==> src/hdl/tren_pkg.sv <==
`default_nettype none
package tren_pkg;

	// sizing of the text pool and the entity lookahead
	localparam int POOL_BYTES    = 4096;
	localparam int ENTITY_WINDOW = 12;
	localparam int PF_W          = $clog2(POOL_BYTES + 1);
	localparam int LA_W          = $clog2(ENTITY_WINDOW + 1);
	localparam int RI_W          = $clog2(ENTITY_WINDOW);
	localparam int RING          = 1 << RI_W;
	localparam int NUM_ENT       = 5;

	localparam logic [20:0] CP_MAX = 21'h10FFFF;

	// characters the scanner looks for
	localparam logic [7:0] CH_AMP   = 8'h26;
	localparam logic [7:0] CH_SEMI  = 8'h3B;
	localparam logic [7:0] CH_HASH  = 8'h23;
	localparam logic [7:0] CH_SPACE = 8'h20;
	localparam logic [7:0] CH_LX    = 8'h78;
	localparam logic [7:0] CH_UX    = 8'h58;

	typedef struct packed {
		logic [7:0] in_byte;
		logic       first_of_run;
		logic       last_of_run;
	} item_t;

	typedef struct packed {
		logic [7:0]  out_byte;
		logic        byte_valid;
		logic [11:0] write_addr;
		logic        overflow;
		logic        run_done;
		logic [12:0] run_offset;
		logic [12:0] run_length;
	} res_t;

	typedef enum logic [1:0] {
		ST_IDLE,
		ST_PROC,
		ST_WORK
	} state_t;

	// commands from the controller to the datapath
	typedef struct packed {
		logic load;
		logic proc;
		logic settle;
		logic enc;
		logic replay;
		logic fin;
		logic flush;
	} cmd_t;

	// status from the datapath to the controller
	typedef struct packed {
		logic can_emit;
		logic out_free;
		logic last;
		logic trig;
		logic settle_pend;
		logic enc_pend;
		logic repl_pend;
		logic ent_pend;
		logic ovf;
	} sts_t;

	function automatic logic is_ws(input logic [7:0] c);
		return (c == 8'h20) || (c == 8'h09) || (c == 8'h0A) || (c == 8'h0D) ||
			(c == 8'h0C) || (c == 8'h0B);
	endfunction

	function automatic logic [2:0] ent_len(input int e);
		logic [2:0] r;
		case (e)
			0: r = 3'd3;
			1: r = 3'd2;
			2: r = 3'd2;
			3: r = 3'd4;
			default: r = 3'd4;
		endcase
		return r;
	endfunction

	function automatic logic [7:0] ent_char(input int e);
		logic [7:0] r;
		case (e)
			0: r = 8'h26;
			1: r = 8'h3C;
			2: r = 8'h3E;
			3: r = 8'h22;
			default: r = 8'h27;
		endcase
		return r;
	endfunction

	// name letters: amp lt gt quot apos
	function automatic logic [7:0] ent_name_char(input int e, input logic [1:0] i);
		logic [7:0] r;
		case (e)
			0: case (i)
				2'd0: r = 8'h61;
				2'd1: r = 8'h6D;
				default: r = 8'h70;
			endcase
			1: r = (i == 2'd0) ? 8'h6C : 8'h74;
			2: r = (i == 2'd0) ? 8'h67 : 8'h74;
			3: case (i)
				2'd0: r = 8'h71;
				2'd1: r = 8'h75;
				2'd2: r = 8'h6F;
				default: r = 8'h74;
			endcase
			default: case (i)
				2'd0: r = 8'h61;
				2'd1: r = 8'h70;
				2'd2: r = 8'h6F;
				default: r = 8'h73;
			endcase
		endcase
		return r;
	endfunction

	// match step for a byte landing at position p (p >= 2) of the entity
	function automatic logic ent_step(input int e, input logic [LA_W-1:0] p,
			input logic [7:0] b);
		logic [LA_W-1:0] len;
		logic            r;
		len = LA_W'(ent_len(e));
		if (p <= len)
			r = (b == ent_name_char(e, 2'(p - LA_W'(1))));
		else if (p == len + LA_W'(1))
			r = (b == CH_SEMI);
		else
			r = 1'b0;
		return r;
	endfunction

	// index of the final UTF-8 byte (length minus one)
	function automatic logic [1:0] utf8_last(input logic [20:0] cp);
		logic [1:0] r;
		if (cp < 21'h80)
			r = 2'd0;
		else if (cp < 21'h800)
			r = 2'd1;
		else if (cp < 21'h10000)
			r = 2'd2;
		else
			r = 2'd3;
		return r;
	endfunction

	function automatic logic [7:0] utf8_byte(input logic [20:0] cp, input logic [1:0] k);
		logic [1:0] n;
		logic [1:0] sh;
		logic [5:0] six;
		logic [7:0] r;
		n  = utf8_last(cp);
		sh = n - k;
		case (sh)
			2'd0: six = cp[5:0];
			2'd1: six = cp[11:6];
			2'd2: six = cp[17:12];
			default: six = {3'b000, cp[20:18]};
		endcase
		if (k != 2'd0)
			r = {2'b10, six};
		else begin
			case (n)
				2'd0: r = cp[7:0];
				2'd1: r = {3'b110, cp[10:6]};
				2'd2: r = {4'b1110, cp[15:12]};
				default: r = {5'b11110, cp[20:18]};
			endcase
		end
		return r;
	endfunction

endpackage
`default_nettype wire

==> src/hdl/text_run_entity_normalizer_core.sv <==
// A plain byte is worked in the cycle after its request is taken; its result passes through the
// pending result slot and then the output slot, and the closing result of a run goes to the output slot.
// A request is taken only in the idle state, so each byte is worked before the next is taken, and the
// last byte of a run also closes the run. Entity work settles the entity, encodes each UTF-8 byte or
// replays each byte from the lookahead ring, then leaves the work state. Output stalls hold all of it.
// Reset: clears the pool fill, run and result state; lookahead ring contents stay unset.
`default_nettype none
module text_run_entity_normalizer_core (
	input  logic            clk,
	input  logic            arst_n,
	input  logic            item_valid,
	output logic            item_stall,
	input  tren_pkg::item_t item,
	output logic            res_valid,
	input  logic            res_stall,
	output tren_pkg::res_t  res
);

	tren_pkg::cmd_t   cmd;
	tren_pkg::sts_t   sts;
	tren_pkg::state_t st;

	tren_ctrl u_ctrl (
		.clk        (clk),
		.arst_n     (arst_n),
		.item_valid (item_valid),
		.item_stall (item_stall),
		.sts        (sts),
		.cmd        (cmd),
		.st         (st)
	);

	tren_dp u_dp (
		.clk       (clk),
		.arst_n    (arst_n),
		.item      (item),
		.cmd       (cmd),
		.sts       (sts),
		.res       (res),
		.res_valid (res_valid),
		.res_stall (res_stall)
	);

`ifndef SYNTH
	a_idle_clean: assert property (@(posedge clk) disable iff (!arst_n)
		st == tren_pkg::ST_IDLE |-> !sts.repl_pend && !sts.settle_pend && !sts.enc_pend)
		else $error("idle with entity work outstanding");

	a_ovf_clear: assert property (@(posedge clk) disable iff (!arst_n)
		sts.ovf |-> !sts.ent_pend && !sts.repl_pend)
		else $error("lookahead kept after pool overflow");

	a_take_proc: assert property (@(posedge clk) disable iff (!arst_n)
		item_valid && !item_stall |=> st == tren_pkg::ST_PROC)
		else $error("taken request not processed");
`endif

endmodule
`default_nettype wire

==> src/hdl/tren_ctrl.sv <==
`default_nettype none
module tren_ctrl (
	input  logic              clk,
	input  logic              arst_n,
	input  logic              item_valid,
	output logic              item_stall,
	input  tren_pkg::sts_t    sts,
	output tren_pkg::cmd_t    cmd,
	output tren_pkg::state_t st
);

	tren_pkg::state_t st_q;
	tren_pkg::state_t nxt;

	assign st = st_q;

	// take a request only when idle and the result slot can move on
	assign item_stall = !((st_q == tren_pkg::ST_IDLE) && sts.can_emit);

	always_ff @(posedge clk or negedge arst_n) begin
		if (!arst_n) begin
			st_q <= tren_pkg::ST_IDLE;
		end else begin
			st_q <= nxt;
		end
	end

	// pick one action per cycle
	always_comb begin
		nxt = st_q;
		cmd = '0;
		unique case (st_q)
			tren_pkg::ST_IDLE: begin
				cmd.flush = 1'b1;
				if (item_valid && sts.can_emit) begin
					cmd.load = 1'b1;
					nxt      = tren_pkg::ST_PROC;
				end
			end
			tren_pkg::ST_PROC: begin
				if (sts.can_emit) begin
					cmd.proc = 1'b1;
					nxt      = (sts.last || sts.trig) ? tren_pkg::ST_WORK : tren_pkg::ST_IDLE;
				end
			end
			tren_pkg::ST_WORK: begin
				if (sts.settle_pend) begin
					cmd.settle = sts.can_emit;
				end else if (sts.enc_pend) begin
					cmd.enc = sts.can_emit;
				end else if (sts.repl_pend) begin
					cmd.replay = sts.can_emit;
				end else if (sts.ent_pend && sts.last) begin
					cmd.settle = sts.can_emit;
				end else if (sts.last) begin
					if (sts.out_free) begin
						cmd.fin = 1'b1;
						nxt     = tren_pkg::ST_IDLE;
					end
				end else begin
					nxt = tren_pkg::ST_IDLE;
				end
			end
			default: nxt = tren_pkg::ST_IDLE;
		endcase
	end

endmodule
`default_nettype wire

==> src/hdl/tren_dp.sv <==
`default_nettype none
module tren_dp (
	input  logic            clk,
	input  logic            arst_n,
	input  tren_pkg::item_t item,
	input  tren_pkg::cmd_t  cmd,
	output tren_pkg::sts_t  sts,
	output tren_pkg::res_t  res,
	output logic            res_valid,
	input  logic            res_stall
);

	localparam int LW = tren_pkg::LA_W;
	localparam int RW = tren_pkg::RI_W;
	localparam int PW = tren_pkg::PF_W;

	// request and lookahead ring
	tren_pkg::item_t in_q;
	logic [7:0]      buf_q [tren_pkg::RING];
	logic [RW-1:0]   hd_q;
	logic [LW-1:0]   ent_q;
	logic [LW-1:0]   rep_q;

	// entity tracker
	logic                         is_num_q, is_hex_q, bad_q, dig_q, semi_q;
	logic [31:0]                  cp_q;
	logic [tren_pkg::NUM_ENT-1:0] nm_q;

	// encoder
	logic [20:0] dec_q;
	logic [1:0]  enc_k_q, enc_n_q;
	logic        enc_pend_q, settle_q;

	// run and pool bookkeeping
	logic          after_sp_q, ovf_q;
	logic [PW-1:0] pf_q, rs_q;

	// result slots
	tren_pkg::res_t pend_q, out_q;
	logic           pend_v_q, out_v_q;

	logic           out_free, can_emit;
	logic [RW-1:0]  rd_idx;
	logic [7:0]     sb;
	logic           do_scan, trig_c;
	logic           st_req, ws, kept, full, emit, ovf_set;
	logic [7:0]     st_ch, ch_out;
	logic [3:0]     dval;
	logic           dig_ok;
	logic [31:0]    cp_nx;
	logic           dec_ok;
	logic [20:0]    dec_val, nm_val;
	logic [PW-1:0]  len_nx, len_now;
	tren_pkg::res_t new_res, fin_res;
	logic           load_out;

	assign out_free = !out_v_q || !res_stall;
	assign can_emit = !pend_v_q || out_free;

	// scanned byte: replay head or the held request
	assign rd_idx  = hd_q + RW'(ent_q);
	assign sb      = cmd.replay ? buf_q[rd_idx] : in_q.in_byte;
	assign do_scan = (cmd.proc || cmd.replay) && !ovf_q;
	assign trig_c  = (ent_q >= LW'(tren_pkg::ENTITY_WINDOW - 1)) || (sb == tren_pkg::CH_SEMI);

	// digit value for the numeric reference
	always_comb begin
		dval   = 4'd0;
		dig_ok = 1'b0;
		if (sb >= 8'h30 && sb <= 8'h39) begin
			dval   = 4'(sb - 8'h30);
			dig_ok = 1'b1;
		end else if (is_hex_q && sb >= 8'h61 && sb <= 8'h66) begin
			dval   = 4'(sb - 8'h57);
			dig_ok = 1'b1;
		end else if (is_hex_q && sb >= 8'h41 && sb <= 8'h46) begin
			dval   = 4'(sb - 8'h37);
			dig_ok = 1'b1;
		end
	end

	assign cp_nx = is_hex_q ? ({cp_q[27:0], 4'b0000} + 32'(dval)) :
		({cp_q[28:0], 3'b000} + {cp_q[30:0], 1'b0} + 32'(dval));

	// settle outcome
	always_comb begin
		nm_val = '0;
		for (int e = 0; e < tren_pkg::NUM_ENT; e++) begin
			if (nm_q[e])
				nm_val = nm_val | 21'(tren_pkg::ent_char(e));
		end
	end

	assign dec_ok  = semi_q && (is_num_q ? (!bad_q && dig_q) : (|nm_q));
	assign dec_val = !is_num_q ? nm_val :
		((cp_q > 32'(tren_pkg::CP_MAX)) ? tren_pkg::CP_MAX : cp_q[20:0]);

	// select what goes through whitespace collapse
	always_comb begin
		st_req = 1'b0;
		st_ch  = sb;
		if (do_scan && ent_q == '0 && sb != tren_pkg::CH_AMP) begin
			st_req = 1'b1;
		end else if (cmd.settle && !dec_ok) begin
			st_req = 1'b1;
			st_ch  = tren_pkg::CH_AMP;
		end else if (cmd.enc) begin
			st_req = 1'b1;
			st_ch  = tren_pkg::utf8_byte(dec_q, enc_k_q);
		end
	end

	assign ws      = tren_pkg::is_ws(st_ch);
	assign kept    = st_req && !ovf_q && !(ws && after_sp_q);
	assign full    = pf_q >= PW'(tren_pkg::POOL_BYTES);
	assign emit    = kept && !full;
	assign ovf_set = kept && full;
	assign ch_out  = ws ? tren_pkg::CH_SPACE : st_ch;

	assign len_nx  = pf_q + PW'(1) - rs_q;
	assign len_now = pf_q - rs_q;

	always_comb begin
		new_res.out_byte   = ch_out;
		new_res.byte_valid = 1'b1;
		new_res.write_addr = 12'(pf_q);
		new_res.overflow   = ovf_q;
		new_res.run_done   = 1'b0;
		new_res.run_offset = 13'(rs_q);
		new_res.run_length = 13'(len_nx);
	end

	// final result of a run
	always_comb begin
		if (pend_v_q) begin
			fin_res = pend_q;
		end else begin
			fin_res.out_byte   = 8'h00;
			fin_res.byte_valid = 1'b0;
			fin_res.write_addr = 12'(pf_q);
			fin_res.run_offset = 13'(rs_q);
		end
		fin_res.overflow   = ovf_q;
		fin_res.run_done   = 1'b1;
		fin_res.run_length = 13'(len_now);
		if (!pend_v_q) begin
			fin_res.overflow = ovf_q;
		end
	end

	assign load_out = cmd.fin || (emit && pend_v_q) || (cmd.flush && pend_v_q && out_free);

	// control state
	always_ff @(posedge clk or negedge arst_n) begin
		if (!arst_n) begin
			hd_q       <= '0;
			ent_q      <= '0;
			rep_q      <= '0;
			settle_q   <= 1'b0;
			enc_pend_q <= 1'b0;
			enc_k_q    <= '0;
			enc_n_q    <= '0;
			after_sp_q <= 1'b1;
			ovf_q      <= 1'b0;
			pf_q       <= '0;
			rs_q       <= '0;
			pend_v_q   <= 1'b0;
			out_v_q    <= 1'b0;
		end else begin
			// start a new run on request
			if (cmd.load && item.first_of_run) begin
				rs_q       <= pf_q;
				after_sp_q <= 1'b1;
				ovf_q      <= 1'b0;
				ent_q      <= '0;
			end
			// grow the entity or drop the replay head
			if (do_scan) begin
				if (ent_q != '0) begin
					ent_q <= ent_q + LW'(1);
					if (cmd.replay)
						rep_q <= rep_q - LW'(1);
					if (trig_c)
						settle_q <= 1'b1;
				end else if (sb == tren_pkg::CH_AMP) begin
					ent_q <= LW'(1);
					if (cmd.replay)
						rep_q <= rep_q - LW'(1);
				end else if (cmd.replay) begin
					hd_q  <= hd_q + RW'(1);
					rep_q <= rep_q - LW'(1);
				end
			end
			// decode or fall back to a literal ampersand and rescan
			if (cmd.settle) begin
				settle_q <= 1'b0;
				ent_q    <= '0;
				if (dec_ok) begin
					hd_q       <= hd_q + RW'(ent_q);
					enc_pend_q <= 1'b1;
					enc_k_q    <= '0;
					enc_n_q    <= tren_pkg::utf8_last(dec_val);
				end else begin
					hd_q  <= hd_q + RW'(1);
					rep_q <= rep_q + ent_q - LW'(1);
				end
			end
			// advance the encoder
			if (cmd.enc) begin
				enc_k_q <= enc_k_q + 2'd1;
				if (enc_k_q == enc_n_q)
					enc_pend_q <= 1'b0;
			end
			if (st_req && !ovf_q)
				after_sp_q <= ws;
			if (emit)
				pf_q <= pf_q + PW'(1);
			// pool full: drop the rest of the run
			if (ovf_set) begin
				ovf_q      <= 1'b1;
				ent_q      <= '0;
				rep_q      <= '0;
				settle_q   <= 1'b0;
				enc_pend_q <= 1'b0;
			end
			if (cmd.fin) begin
				rs_q       <= pf_q;
				after_sp_q <= 1'b1;
				ovf_q      <= 1'b0;
				ent_q      <= '0;
			end
			// result slots
			if (cmd.fin)
				pend_v_q <= 1'b0;
			else if (emit)
				pend_v_q <= 1'b1;
			else if (cmd.flush && out_free)
				pend_v_q <= 1'b0;
			if (load_out)
				out_v_q <= 1'b1;
			else if (!res_stall)
				out_v_q <= 1'b0;
		end
	end

	// payload registers
	always_ff @(posedge clk) begin
		if (cmd.load)
			in_q <= item;
		if (cmd.proc && !ovf_q && (ent_q != '0 || sb == tren_pkg::CH_AMP))
			buf_q[rd_idx] <= sb;
		if (do_scan && ent_q == '0 && sb == tren_pkg::CH_AMP) begin
			semi_q   <= 1'b0;
			is_num_q <= 1'b0;
			nm_q     <= '0;
		end
		if (do_scan && ent_q != '0) begin
			semi_q <= (sb == tren_pkg::CH_SEMI);
			if (ent_q == LW'(1)) begin
				is_num_q <= (sb == tren_pkg::CH_HASH);
				is_hex_q <= 1'b0;
				bad_q    <= 1'b0;
				dig_q    <= 1'b0;
				cp_q     <= '0;
				for (int e = 0; e < tren_pkg::NUM_ENT; e++)
					nm_q[e] <= (sb == tren_pkg::ent_name_char(e, 2'd0));
			end else begin
				if (ent_q == LW'(2) && (sb == tren_pkg::CH_LX || sb == tren_pkg::CH_UX)) begin
					is_hex_q <= 1'b1;
				end else if (sb != tren_pkg::CH_SEMI) begin
					if (dig_ok) begin
						cp_q  <= cp_nx;
						dig_q <= 1'b1;
					end else begin
						bad_q <= 1'b1;
					end
				end
				for (int e = 0; e < tren_pkg::NUM_ENT; e++)
					nm_q[e] <= nm_q[e] && tren_pkg::ent_step(e, ent_q, sb);
			end
		end
		if (cmd.settle && dec_ok)
			dec_q <= dec_val;
		if (emit)
			pend_q <= new_res;
		if (load_out)
			out_q <= cmd.fin ? fin_res : pend_q;
	end

	assign res       = out_q;
	assign res_valid = out_v_q;

	always_comb begin
		sts.can_emit    = can_emit;
		sts.out_free    = out_free;
		sts.last        = in_q.last_of_run;
		sts.trig        = !ovf_q && (ent_q != '0) &&
			((ent_q >= LW'(tren_pkg::ENTITY_WINDOW - 1)) || (in_q.in_byte == tren_pkg::CH_SEMI));
		sts.settle_pend = settle_q;
		sts.enc_pend    = enc_pend_q;
		sts.repl_pend   = rep_q != '0;
		sts.ent_pend    = ent_q != '0;
		sts.ovf         = ovf_q;
	end

endmodule
`default_nettype wire
==> config.mk <==
export PLATFORM = sky130hd
export DESIGN_NAME = text_run_entity_normalizer_core
export DESIGN_NICKNAME = d
export VERILOG_FILES = /design/src/hdl/tren_pkg.sv /design/src/hdl/text_run_entity_normalizer_core.sv /design/src/hdl/tren_ctrl.sv /design/src/hdl/tren_dp.sv
export SDC_FILE = /design/constraint.sdc
export NUM_CORES = 1
export LEC_CHECK = 0
export BUFFER_PORTS_ARGS = -buffer_cell sky130_fd_sc_hd__buf_4
export CAP_MARGIN = 20
export CORE_MARGIN = 8
export CORE_UTILIZATION = 44
export DETAILED_ROUTE_END_ITERATION = 12
export PLACE_DENSITY_LB_ADDON = 0.15
export SLEW_MARGIN = 20
export SYNTH_ARGS = -nofsm -noshare
export SYNTH_HDL_FRONTEND = slang
export SYNTH_SLANG_ARGS = --single-unit
export TNS_END_PERCENT = 30
==> constraint.sdc <==
create_clock -name clk -period 21.3 [get_ports clk]
set_input_delay 4.26 -clock clk [delete_from_list [all_inputs] [get_ports clk]]
set_output_delay 4.26 -clock clk [all_outputs]
set_load 0.02 [all_outputs]
Word level (Yosys, flattened, before mapping)
Memory sizes are Yosys's and may differ from the RTL's.
Index checks and enable logic that the tools add are counted.
{ "classes": {"n_addsub": 21, "n_lt_le_gt_ge": 18, "eq_ne": 49, "mux": 185, "bitwise_logic": 4, "reduce_logical": 93} }
{ "ops": {"columns": ["op", "count"], "rows": [
  ["$mux W8", 32],
  ["$mux W21", 7],
  ["$mux W32", 4],
  ["$mux W4", 22],
  ["$mux W1", 77],
  ["$eq A8 B8 Y1", 9],
  ["$add A32 B4 Y32", 2],
  ["$or A21 B8 Y21", 3],
  ["$mux W49", 1],
  ["$lt A21 B12 Y1 const B", 2],
  ["$lt A21 B17 Y1 const B", 2],
  ["$lt A21 B8 Y1 const B", 2],
  ["$eq A8 B4 Y1 const B", 5],
  ["$eq A8 B6 Y1 const B", 5],
  ["$mux W2", 20],
  ["$mux W13", 3],
  ["$logic_and A1 B1 Y1", 37],
  ["$add A32 B32 Y32", 1],
  ["$gt A32 B21 Y1 const B", 1],
  ["$pmux W5 S3", 2],
  ["$sub A13 B13 Y13", 2],
  ["$mux W5", 5],
  ["$pmux W8 S3", 1],
  ["$mux W3", 7],
  ["44 further kinds", 118]
]} }
{ "totals": {"ff_bits": 218, "ramBits": 128, "output_inout_bits": 51, "elab_cells": 407, "n_memories": 1} }
{ "memory_table": {"columns": ["name", "words", "word_bits", "read_ports", "rd_ports_with_merged_regs", "wr", "line_no", "text"], "rows": [
  ["u_dp.buf_q", 16, 8, 1, 0, 1, "tren_dp.sv:19", "logic [7:0] buf_q [tren_pkg::RING];"]
]} }

Longest topological paths before layout
Gate-level depths: netlist of run 1.
{ "depth": {"ltp_word": 35, "ltp_mapped": 32, "ltp_nobuf": 27} }

Hierarchy
Synthesis of run 1 repeated with hierarchy kept, for this count alone.
{ "unflattened": {"hier_cells": 1528, "hier_area_um2": 18407.7} }
{ "modules_own_cells": {"columns": ["module", "n_inst", "cells_per_inst", "area_each_um2", "seq_area_each_um2"], "rows": [
  ["tren_dp", 1, 1503, 18212.5, 10080.9],
  ["tren_ctrl", 1, 25, 195.2, 50.0]
]} }

Least setup slack after synthesis of run 1
OpenSTA, ideal clock, no wires.
{ "synth_timing": {"path_kind": "input-to-reg", "start": "input res_stall", "end": "register u_dp.out_q, in the netlist u_dp.res[0] (enable)", "setup_ps": 485, "arrival_ps": 9939, "path_slack_ps": 10876, "path_stages": 14, "path_buffers": 2, "path_cell_list": "nand3_1 nand2_2 or4_1 buf_2 buf_2 and2_1 a31oi_2 inv_1 ha_1 nand3b_1 o211ai_1 a21oi_2 o21ai_2 a31oi_1"} }
{ "synth_via": {"word_cells_on_any_way": 51, "cone_classes": "eq/ne (7); mux (22); reduce/logical (22)"} }
{ "synth_rtl": {"columns": ["item", "line_no", "text"], "rows": [
  ["from (decl)", "text_run_entity_normalizer_core.sv:15", "input logic res_stall,"],
  ["$logic_not A1 Y1 (*)", "tren_dp.sv:57", "assign out_free = !out_v_q || !res_stall;"],
  ["$logic_or A1 B1 Y1 (*)", "tren_dp.sv:57", null],
  ["$logic_or A1 B1 Y1 (*)", "tren_dp.sv:58", "assign can_emit = !pend_v_q || out_free;"],
  ["$mux W1 (*)", "tren_ctrl.sv:51", "end else if (sts.repl_pend) begin"],
  ["$mux W2 (*)", "tren_ctrl.sv:49", "end else if (sts.enc_pend) begin"],
  ["$mux W3 (*)", "tren_ctrl.sv:47", "if (sts.settle_pend) begin"],
  ["$mux W4 (*)", "tren_ctrl.sv:32", "unique case (st_q)"],
  ["$mux W8 (*)", "tren_dp.sv:62", "assign sb = cmd.replay ? buf_q[rd_idx] : in_q.in_byte;"],
  ["net u_dp.sb[1]", "tren_dp.sv:44", "logic [7:0] sb;"],
  ["[... 8 more ...]", null, null],
  ["$logic_or A1 B1 Y1", "tren_pkg.sv:71", "(c == 8'h0C) || (c == 8'h0B);"],
  ["$logic_and A1 B1 Y1", "tren_dp.sv:114", "assign kept = st_req && !ovf_q && !(ws && after_sp_q);"],
  ["$logic_not A1 Y1", "tren_dp.sv:114", null],
  ["$logic_and A1 B1 Y1 (*)", "tren_dp.sv:114", null],
  ["$logic_and A1 B1 Y1 (*)", "tren_dp.sv:116", "assign emit = kept && !full;"],
  ["$logic_and A1 B1 Y1 (*)", "tren_dp.sv:151", "assign load_out = cmd.fin || (emit && pend_v_q) || (cmd.flush && pend_v_q && out_free);"],
  ["$logic_or A1 B1 Y1 (*) (2 in a row)", "tren_dp.sv:151", null],
  ["net u_dp.load_out", "tren_dp.sv:55", "logic load_out;"],
  ["to (signal assigned)", "tren_dp.sv:287", "out_q <= cmd.fin ? fin_res : pend_q;"],
  ["to (decl)", "tren_dp.sv:39", "tren_pkg::res_t pend_q, out_q;"]
]} }
Mark *: on every way through the listed nets, which the timed path passes. The rest lies on a longest branch.
A chain may end at the register's enable or synchronous reset.

Worst setup path in the final report of run 1
{ "layout_timing": {"start": "input res_stall", "end": "register u_dp.cp_q[24], data pin"} }
{ "layout_via": {"elab_chain_len": 19, "word_cells_on_any_way": 31, "cone_classes": "add/sub (5); order compare (6); mux (12); reduce/logical (8)"} }
{ "layout_lines": {"columns": ["item", "line_no", "text"], "rows": [
  ["$logic_not A1 Y1 (*)", "tren_dp.sv:57", null],
  ["$logic_or A1 B1 Y1 (*)", "tren_dp.sv:57", null],
  ["$logic_or A1 B1 Y1 (*)", "tren_dp.sv:58", null],
  ["$mux W1 (*)", "tren_ctrl.sv:51", null],
  ["$mux W2 (*)", "tren_ctrl.sv:49", null],
  ["$mux W3 (*)", "tren_ctrl.sv:47", null],
  ["$mux W4 (*)", "tren_ctrl.sv:32", null],
  ["$mux W8 (*)", "tren_dp.sv:62", null],
  ["net u_dp.sb[3]", "tren_dp.sv:44", null],
  ["[... 3 more ...]", null, null],
  ["$mux W4", "tren_dp.sv:76", "end else if (is_hex_q && sb >= 8'h41 && sb <= 8'h46) begin"],
  ["$mux W4", "tren_dp.sv:73", "end else if (is_hex_q && sb >= 8'h61 && sb <= 8'h66) begin"],
  ["$mux W4 (*)", "tren_dp.sv:70", "if (sb >= 8'h30 && sb <= 8'h39) begin"],
  ["$add A32 B4 Y32 (on tied branches)", "tren_dp.sv:83, tren_dp.sv:82", null],
  ["$mux W32 (*)", "tren_dp.sv:82", "assign cp_nx = is_hex_q ? ({cp_q[27:0], 4'b0000} + 32'(dval)) :"],
  ["$mux W32 (*)", "tren_dp.sv:271", "if (dig_ok) begin"],
  ["$mux W32 (*)", "tren_dp.sv:270", "end else if (sb != tren_pkg::CH_SEMI) begin"],
  ["$mux W32 (*)", "tren_dp.sv:268", "if (ent_q == LW'(2) && (sb == tren_pkg::CH_LX || sb == tren_pkg::CH_UX)) begin"],
  ["to (signal assigned)", "tren_dp.sv:272", "cp_q <= cp_nx;"],
  ["to (decl)", "tren_dp.sv:26", "logic [31:0] cp_q;"]
]} }
Mark *: on every way through the listed nets, which the timed path passes. The rest lies on a longest branch. The select of a mux whose other input is x is not followed.

==> impl_results.md, run 1 <==
- Final slew viol count: 0
- R2R Path Start: u_dp.ent_q[0]
- Initial antenna violation count: 0
- DIE AREA: 49,060 um2
- Outcome: completed
- Worst Hold Class: flip-flop to flip-flop
- Ys flop type: edfxtp_1
- CTS Buffer Depth: 3
- Final hold viol count: 0
- Synth Register Bits: between 300 and 400
- Setup Skew: ~0.018 ns
- Avg Inst Size Synth: between 10 and 15 um2
- Fin crit share: 0.5194
- Total power: around 3.3 mW
- Met2 usage: 0.2979
- Total GRT Usage: 0.1786
- Chip Width: 221.5 um
- Hold slack final: between 0.4 and 0.5 ns
- Synth Area in Compound Gates: 0.1180
- Final WL: roughly 44 mm
- Routed Antenna Nets: 0
- Gr ovfl total: 0
- Synth warn: 0
- Worst skew pair latency: 0.56 ns
- Mapped Area: between 15,000 and 20,000 um2
- Pwr Density: between 150 and 200 nW/um2
- Crit path buffers/inverters: 2
- Final nets: about 1,800
- RSZ-0062 raised after global routing: false
- DR pass1 iterations: 8
- Cts repair resizes: 0
- GR met3 Demand/Resource: 0.03015
- Hold path cells: 0
- Critical Path Most Common Cell: a21oi_1
- Largest family of logic cells by synthesized area: simple AND/OR/NAND/NOR gates
- CTS Buf Count: 39
- Tmin final: between 10 and 15 ns
- Cells on worst reg2reg path: 24
- CP required: 21.60 ns
- Simple-Gate Fraction of Synth Area: 0.1281
- DP HPWL: between 30 and 40 mm
- Die height: approximately 220 um
- TNS Setup: 0 ns
- Placer Congestion: 0.8883
- TritonCTS clock tree: yes
- Drt wl/cell: between 15 and 20 um
- Hold buffers post-CTS: 0
- Clock root buffer: clkbuf_16
- Worst relative slew slack: 0.2461
- Grt peak-use layer: met2
- Max-cap violations: 0
- Max incr delay on CP: 0.79 ns
- Critical Path AT: 11.36 ns
- Top-level I/O count: 65
- Critical path's top delay family: compound AO/OA/AOI/OAI gates
- Worst vdd ir: 0.00007339 V
- Drc violations: 0
- Adder-cell share of the synthesized area: 0.08121
- Endpoints failing setup: 0
- I/O Buffers: 64
- Slowest cell on crit path: clkinv_1
- H-tree lvl count: 2
- Reg clk slew, reported paths: roughly 0.06 ns
- Final instance area: approximately 21,000 um2
- Slew @ Worst Pin: 1.120 ns
- Crit Path Max Fanout: 23
- Hold EP: u_dp.pend_q[24]
- Share of post-route cells with drive strength above 1: 0.1565
- Flop-to-flop setup slack: 12.95 ns
- Core area: about 42,000 um2
- Critical path class: input pin to flip-flop
- Crit end category: flip-flop
- Vias per Instance: 5.623
- Worst path cell trace: buf_4, nand3_1, nand2_2, or4_1, and2_0, a221oi_2, clkinv_1, nor4_1, nand2_1, or3b_1, a21oi_1, o21a_1, fa_1, fa_1, a21oi_1, o21bai_1, a21oi_1, o211ai_1, a31o_2, a21oi_1, o21bai_1, o22ai_1, xor2_1, o31ai_1
- Initial Util: 0.4440
- EDFF count, synth: around 300
- Post-Synthesis Cells: 1,559
- Detailed Route Iter0 Violations: around 940
- Vias in the first global route: about 13,000
- Hold Path Origin: u_dp.rs_q[11]
- Largest net degree at the start of global routing: approximately 50
- Syn_nets: approximately 1,700
- Asr flop ratio synth: 0.1445
- Xor/xnor cell area share of the yosys netlist: 0.03953
- First-pass GRT wire length: 70.48 mm
- Cell Rows: 75
- Mux cell area share after synthesis: 0.05744
- Seq/Total Area, Yosys: 0.5452
- Clk sinks: roughly 350
- Dpl cell area: 19,650 um2
- Layout area overhead: 13.21%
- Leak: ~8.1 nW
- Routed via count: approximately 12,000
- Ant diodes: 0
- Post-CTS setup repair buffer count: 0
- Max Fclk: around 90 MHz
- Distinct cell type count after synthesis: between 90 and 100
- Grt met1 use: 0.2351
- Reg2reg end: u_dp.cp_q[24]
- CP startpoint kind: input pin
[synth_stat cells (32+ instances only)]
cell type	n	share of area
nor2_1	118	0.024
edfxtp_1	295	0.48
nand2_1	166	0.034
dfrtp_1	49	0.066
clkbuf_1	32	0.0065
ha_1	111	0.075
o21ai_0	90	0.024
mux4_2	32	0.039
nand3_1	44	0.012
a21oi_1	80	0.022
xnor2_1	52	0.025
inv_1	67	0.014
[registers in the layout, indices dropped and copies added, names as in the netlist, 2 cells and up]
register / count
u_dp.in_q: 8
u_dp.nm_q: 5
u_dp.pf_q: 13
u_dp.cp_q: 32
u_dp.res: 49
u_dp.ent_q: 4
u_dp.rep_q: 4
u_dp.enc_k_q: 2
u_dp.enc_n_q: 2
u_dp.dec_q: 21
u_dp.hd_q: 4
u_dp.buf_q: 128
u_ctrl.st: 2
u_dp.rs_q: 13
u_dp.pend_q: 47
[cell families (layout without fill, tap and decap cells)]
logic type | count (synthesis) | in the layout
compound gates | 327 | 327
fa+ha+maj | 117 | 117
flops | 346 | 346
simple gates | 496 | 496
buf+inv | 127 | 236
mux | 63 | 63
xor+xnor | 83 | 83
[cell type report]
class,count,area [um2]
Fill cell,3657,20820
Sequential cell,346,10130
Multi-Input combinational cell,1086,7905
Clock buffer,49,1044
Timing Repair Buffer,91,715.7
Tap cell,539,674.4
Clock inverter,23,292.8
Inverter,73,274.0
[worst reg2reg max path: cells and delay by family (launching register included)]
family                   cells  cell delay [ns]
AO/OA/AOI/OAI               12             2.74
XOR/XNOR                     1             0.16
adder cells (fa/ha/maj)      4             1.68
buffers and inverters        2             1.23
flip-flops                   1             0.51
multiplexers                 2             0.74
AND/OR/NAND/NOR              3             1.04
[power breakdown]
group          switching [mW]  internal, mW  total [mW]
registers              0.0824         0.995        1.08
logic                   0.923         0.574        1.50
clock network           0.281         0.415       0.696
[cell usage in the layout (no fill, tap or decap), types with 12 or more instances in the layout]
cell,count
nand2_1,166
inv_1,66
edfxtp_1,295
buf_4,89
o21ai_0,90
nor2b_1,19
nor3_1,31
nor2_1,117
and2_1,15
nor4_1,12
o31ai_1,13
a21oi_1,80
o211ai_1,13
nand3_1,44
mux4_2,32
a21o_1,20
a31oi_1,14
xor2_1,30
and3_1,21
mux2_2,24
xnor2_1,52
dfrtp_1,49
clkbuf_16,39
ha_1,110
[through the flow]
| stage | worst slack (ns) | utilization | cells |
|---|---|---|---|
| floorplan | 10.88 | - | 1559 |
| global placement | 9.901 | 0.4696 | 2133 |
| detailed placement | 9.742 | 0.4696 | 2133 |
| CTS | 10.32 | 0.5015 | 2205 |
| global route | 9.630 | 0.5026 | 2207 |
| finish | 10.24 | 0.5026 | 2207 |
[worst max path at each step]
stage                   start            end  slack [ns]  cells after the start
finish              res_stall  u_dp.cp_q[24]       10.24                     24
global route        res_stall  u_dp.cp_q[31]        9.63                     24
CTS                 res_stall  u_dp.cp_q[24]       10.32                     24
detailed placement  res_stall  u_dp.cp_q[24]        9.74                     24
global placement    res_stall  u_dp.cp_q[24]        9.90                     24
floorplan           res_stall    u_dp.res[0]       10.88                     14
[per-layer routing]
| metal | up-vias | wire length (um) |
|---|---|---|
| met5 | - | 0 |
| met4 | 0 | 1105 |
| met3 | 71 | 1977 |
| met2 | 283 | 20860 |
| met1 | 6064 | 19730 |
| li1 | 5991 | - |
(Power assumes the default switching activity.)
==> run 2: changes to the inputs <==
==> constraint.sdc (replaced) <==
create_clock -name clk -period 11.6 [get_ports clk]
set_input_delay 2.32 -clock clk [delete_from_list [all_inputs] [get_ports clk]]
set_output_delay 2.32 -clock clk [all_outputs]
set_load 0.02 [all_outputs]
==> run 2 against run 1 <==
Sequential power increased by 83%. Final area decreased by 0.58%. Combinational power increased by 81%. Critical path depth increased by 1. First-iteration DRC count decreased by 6.0%. Critical endpoint is now u_dp.cp_q[31]. Largest cell class unchanged. Largest power group unchanged. Highest routed layer unchanged.
==> impl_results.md, run 2 (synthesis gave the netlist of run 1 again) <==
- Critical path class: input pin to flip-flop
- Final std cells w/o fill: 2,195 (-0.54%)
- TNS Setup: 0 ns (unchanged)
- Final hold viol count: 0 (unchanged)
- Dpl cell area: 19,630 um2 (-0.10%)
- Top-level I/O count: 65 (unchanged)
- Fill cells: 3,671 (+0.38%)
- Gr ovfl total: 0 (unchanged)
- TritonCTS clock tree: yes
- Ant diodes: 0 (unchanged)
- Worst relative slew slack: 0.2759 (+0.02981)
- Routed Antenna Nets: 0 (unchanged)
- Final nets: 1,758 (-0.57%)
- Slew @ Worst Pin: 1.080 ns (-0.04027 ns)
- Layout area overhead: 12.56%
- First-pass GRT wire length: 70.73 mm (+0.34%)
- Final slew viol count: 0 (unchanged)
- Cell Rows: 75 (unchanged)
- DIE AREA: 49,060 um2 (unchanged)
- Final WL: 44.39 mm (+1.6%)
- H-tree lvl count: 2 (unchanged)
- Vias per Instance: 5.677 (+0.96%)
- Vias in the first global route: 12,380 (-1.4%)
- Critical Path AT: 9.10 ns (-2.26 ns)
- Most common cell after layout, fill and taps aside: edfxtp_1
- DP HPWL: 30.96 mm (+0.53%)
- Routed via count: 12,460 (+0.41%)
- Crit Path Max Fanout: 23 (unchanged)
- Drt wl/cell: 20.22 um (+2.2%)
- Crit end category: flip-flop
- Initial Util: 0.4440 (unchanged)
- Chip Width: 221.5 um (unchanged)
- Fin crit share: 0.7581
- I/O Buffers: 64 (unchanged)
- Placed cells: 2,125 (-0.38%)
- Max Fclk: roughly 110 MHz
- Pwr Density: 283.8 nW/um2 (+83%)
- Detailed Route Iter0 Violations: 887 (-6.0%)
- Placer Congestion: 0.8870 (-0.15%)
- Cts repair resizes: 0 (unchanged)
- Most flops, register: u_dp.buf_q
- Post-CTS setup repair buffer count: 0 (unchanged)
- Initial antenna violation count: 0 (unchanged)
- Setup Skew: 0.02195 ns (+0.004259 ns)
- RSZ-0062 raised after global routing: false
- Endpoints failing setup: 0 (unchanged)
- Worst vdd ir: 0.0001562 V (+110%)
- Clk sinks: 346 (unchanged)
- Total GRT Usage: 0.1801 (+0.001547)
- DR pass1 iterations: 5 (-3)
- Reg clk slew, reported paths: 0.06 ns (about the same)
- Clock root buffer: clkbuf_16
- CP required: 11.90 ns (-9.70 ns)
- Leak: 8.002 nW (-0.98%)
- CTS Buffer Depth: 3 (unchanged)
- Drc violations: 0 (unchanged)
- Largest net degree at the start of global routing: 51 (unchanged)
- Commonest cells after routing, fill and taps aside: edfxtp_1, nand2_1, nor2_1
- Outcome: completed
- Tmin final: a little under 9 ns
- CTS Buf Count: 39 (unchanged)
- Max-cap violations: 0 (unchanged)
- Die height: 221.5 um (unchanged)
- Hold buffers post-CTS: 0 (unchanged)
- Share of post-route cells with drive strength above 1: 0.1540 (-0.002489)
- Worst Hold Class: flip-flop to flip-flop
- Core area: 41,850 um2 (unchanged)
- Worst skew pair latency: 0.57 ns (about the same)
- Max reg flops: 128 (unchanged)
- Final instance area: 20,920 um2 (-0.58%)
- CP startpoint kind: input pin
## run 2: cell types whose count changed in the layout (fill, tap and decap cells not counted), moves of 3 or more
cell,delta
clkinv_1,+3
clkinv_4,-3
buf_4,-8
clkinv_2,+3
nor3_2,+7
nor3_1,-8
## run 2: worst paths after layout
check                         startpoint              end  slack [ns]  cells past startpoint
min in group asynchronous         arst_n     u_dp.rs_q[3]        1.78                      1
max in group asynchronous         arst_n     u_dp.rs_q[8]        9.31                      1
setup / recovery               res_stall    u_dp.cp_q[31]        2.81                     25
hold / removal             u_dp.rs_q[11]  u_dp.pend_q[24]        0.45                      0
hold reg to reg            u_dp.rs_q[11]  u_dp.pend_q[24]        0.45                      0
setup reg to reg           u_dp.ent_q[2]    u_dp.cp_q[31]        3.53                     25
## run 2: layout make-up
type / count / area [um2] / share of cell area
timing repair buffer: 81 / 608.1 / 0.02907
tap: 539 / 674.4 / 0.03224
clock buffer: 49 / 1033 / 0.04941
inverter: 73 / 275.3 / 0.01316
sequential: 346 / 10130 / 0.4844
clock inverter: 21 / 232.7 / 0.01113
multi-input combinational: 1086 / 7960 / 0.3806
## run 2: metal layers
metal  GRT usage  wire (um)  share of wire
met2      0.2965      20990           0.47
met4     0.05730       1151          0.026
met1      0.2401      20140           0.45
met5           0          0              0
met3     0.03267       2099          0.047
## run 2: where the power goes
part / switching [mW] / internal [mW]
combinational: 1.68 / 1.04
clock: 0.507 / 0.727
sequential: 0.152 / 1.83
total: 2.34 / 3.60
## run 2: per-stage QoR
| step | hold slack [ns] | worst slack (ns) | power, mW | utilization |
|---|---|---|---|---|
| floorplan | 0.4249 | 3.116 | 3.958 | - |
| global placement | 0.4284 | 2.462 | 4.690 | 0.4691 |
| detailed placement | 0.4301 | 2.343 | 4.729 | 0.4691 |
| CTS | 0.4443 | 2.901 | 5.980 | 0.4993 |
| global route | 0.4525 | 2.336 | 6.324 | 0.4997 |
| finish | 0.4462 | 2.805 | 5.936 | 0.4997 |
## run 2: worst max-delay path, stage by stage
cell and delay (ns):
buf_4 0.12, nand3_1 0.21, nand2_2 0.14, or4_1 0.79, and2_0 0.31, a221oi_2 0.63, clkinv_1 0.16, buf_4 0.25
nor4_1 0.33, nand2_1 0.12, or3b_1 0.46, a21oi_1 0.21, o21a_1 0.16, fa_1 0.46, ha_1 0.30, a21o_1 0.10
a21oi_1 0.10, o21ai_0 0.27, nor3b_1 0.33, o211ai_1 0.21, a21boi_0 0.38, a31oi_1 0.19, o21ai_0 0.26, mux2i_1 0.22
nor2_1 0.07
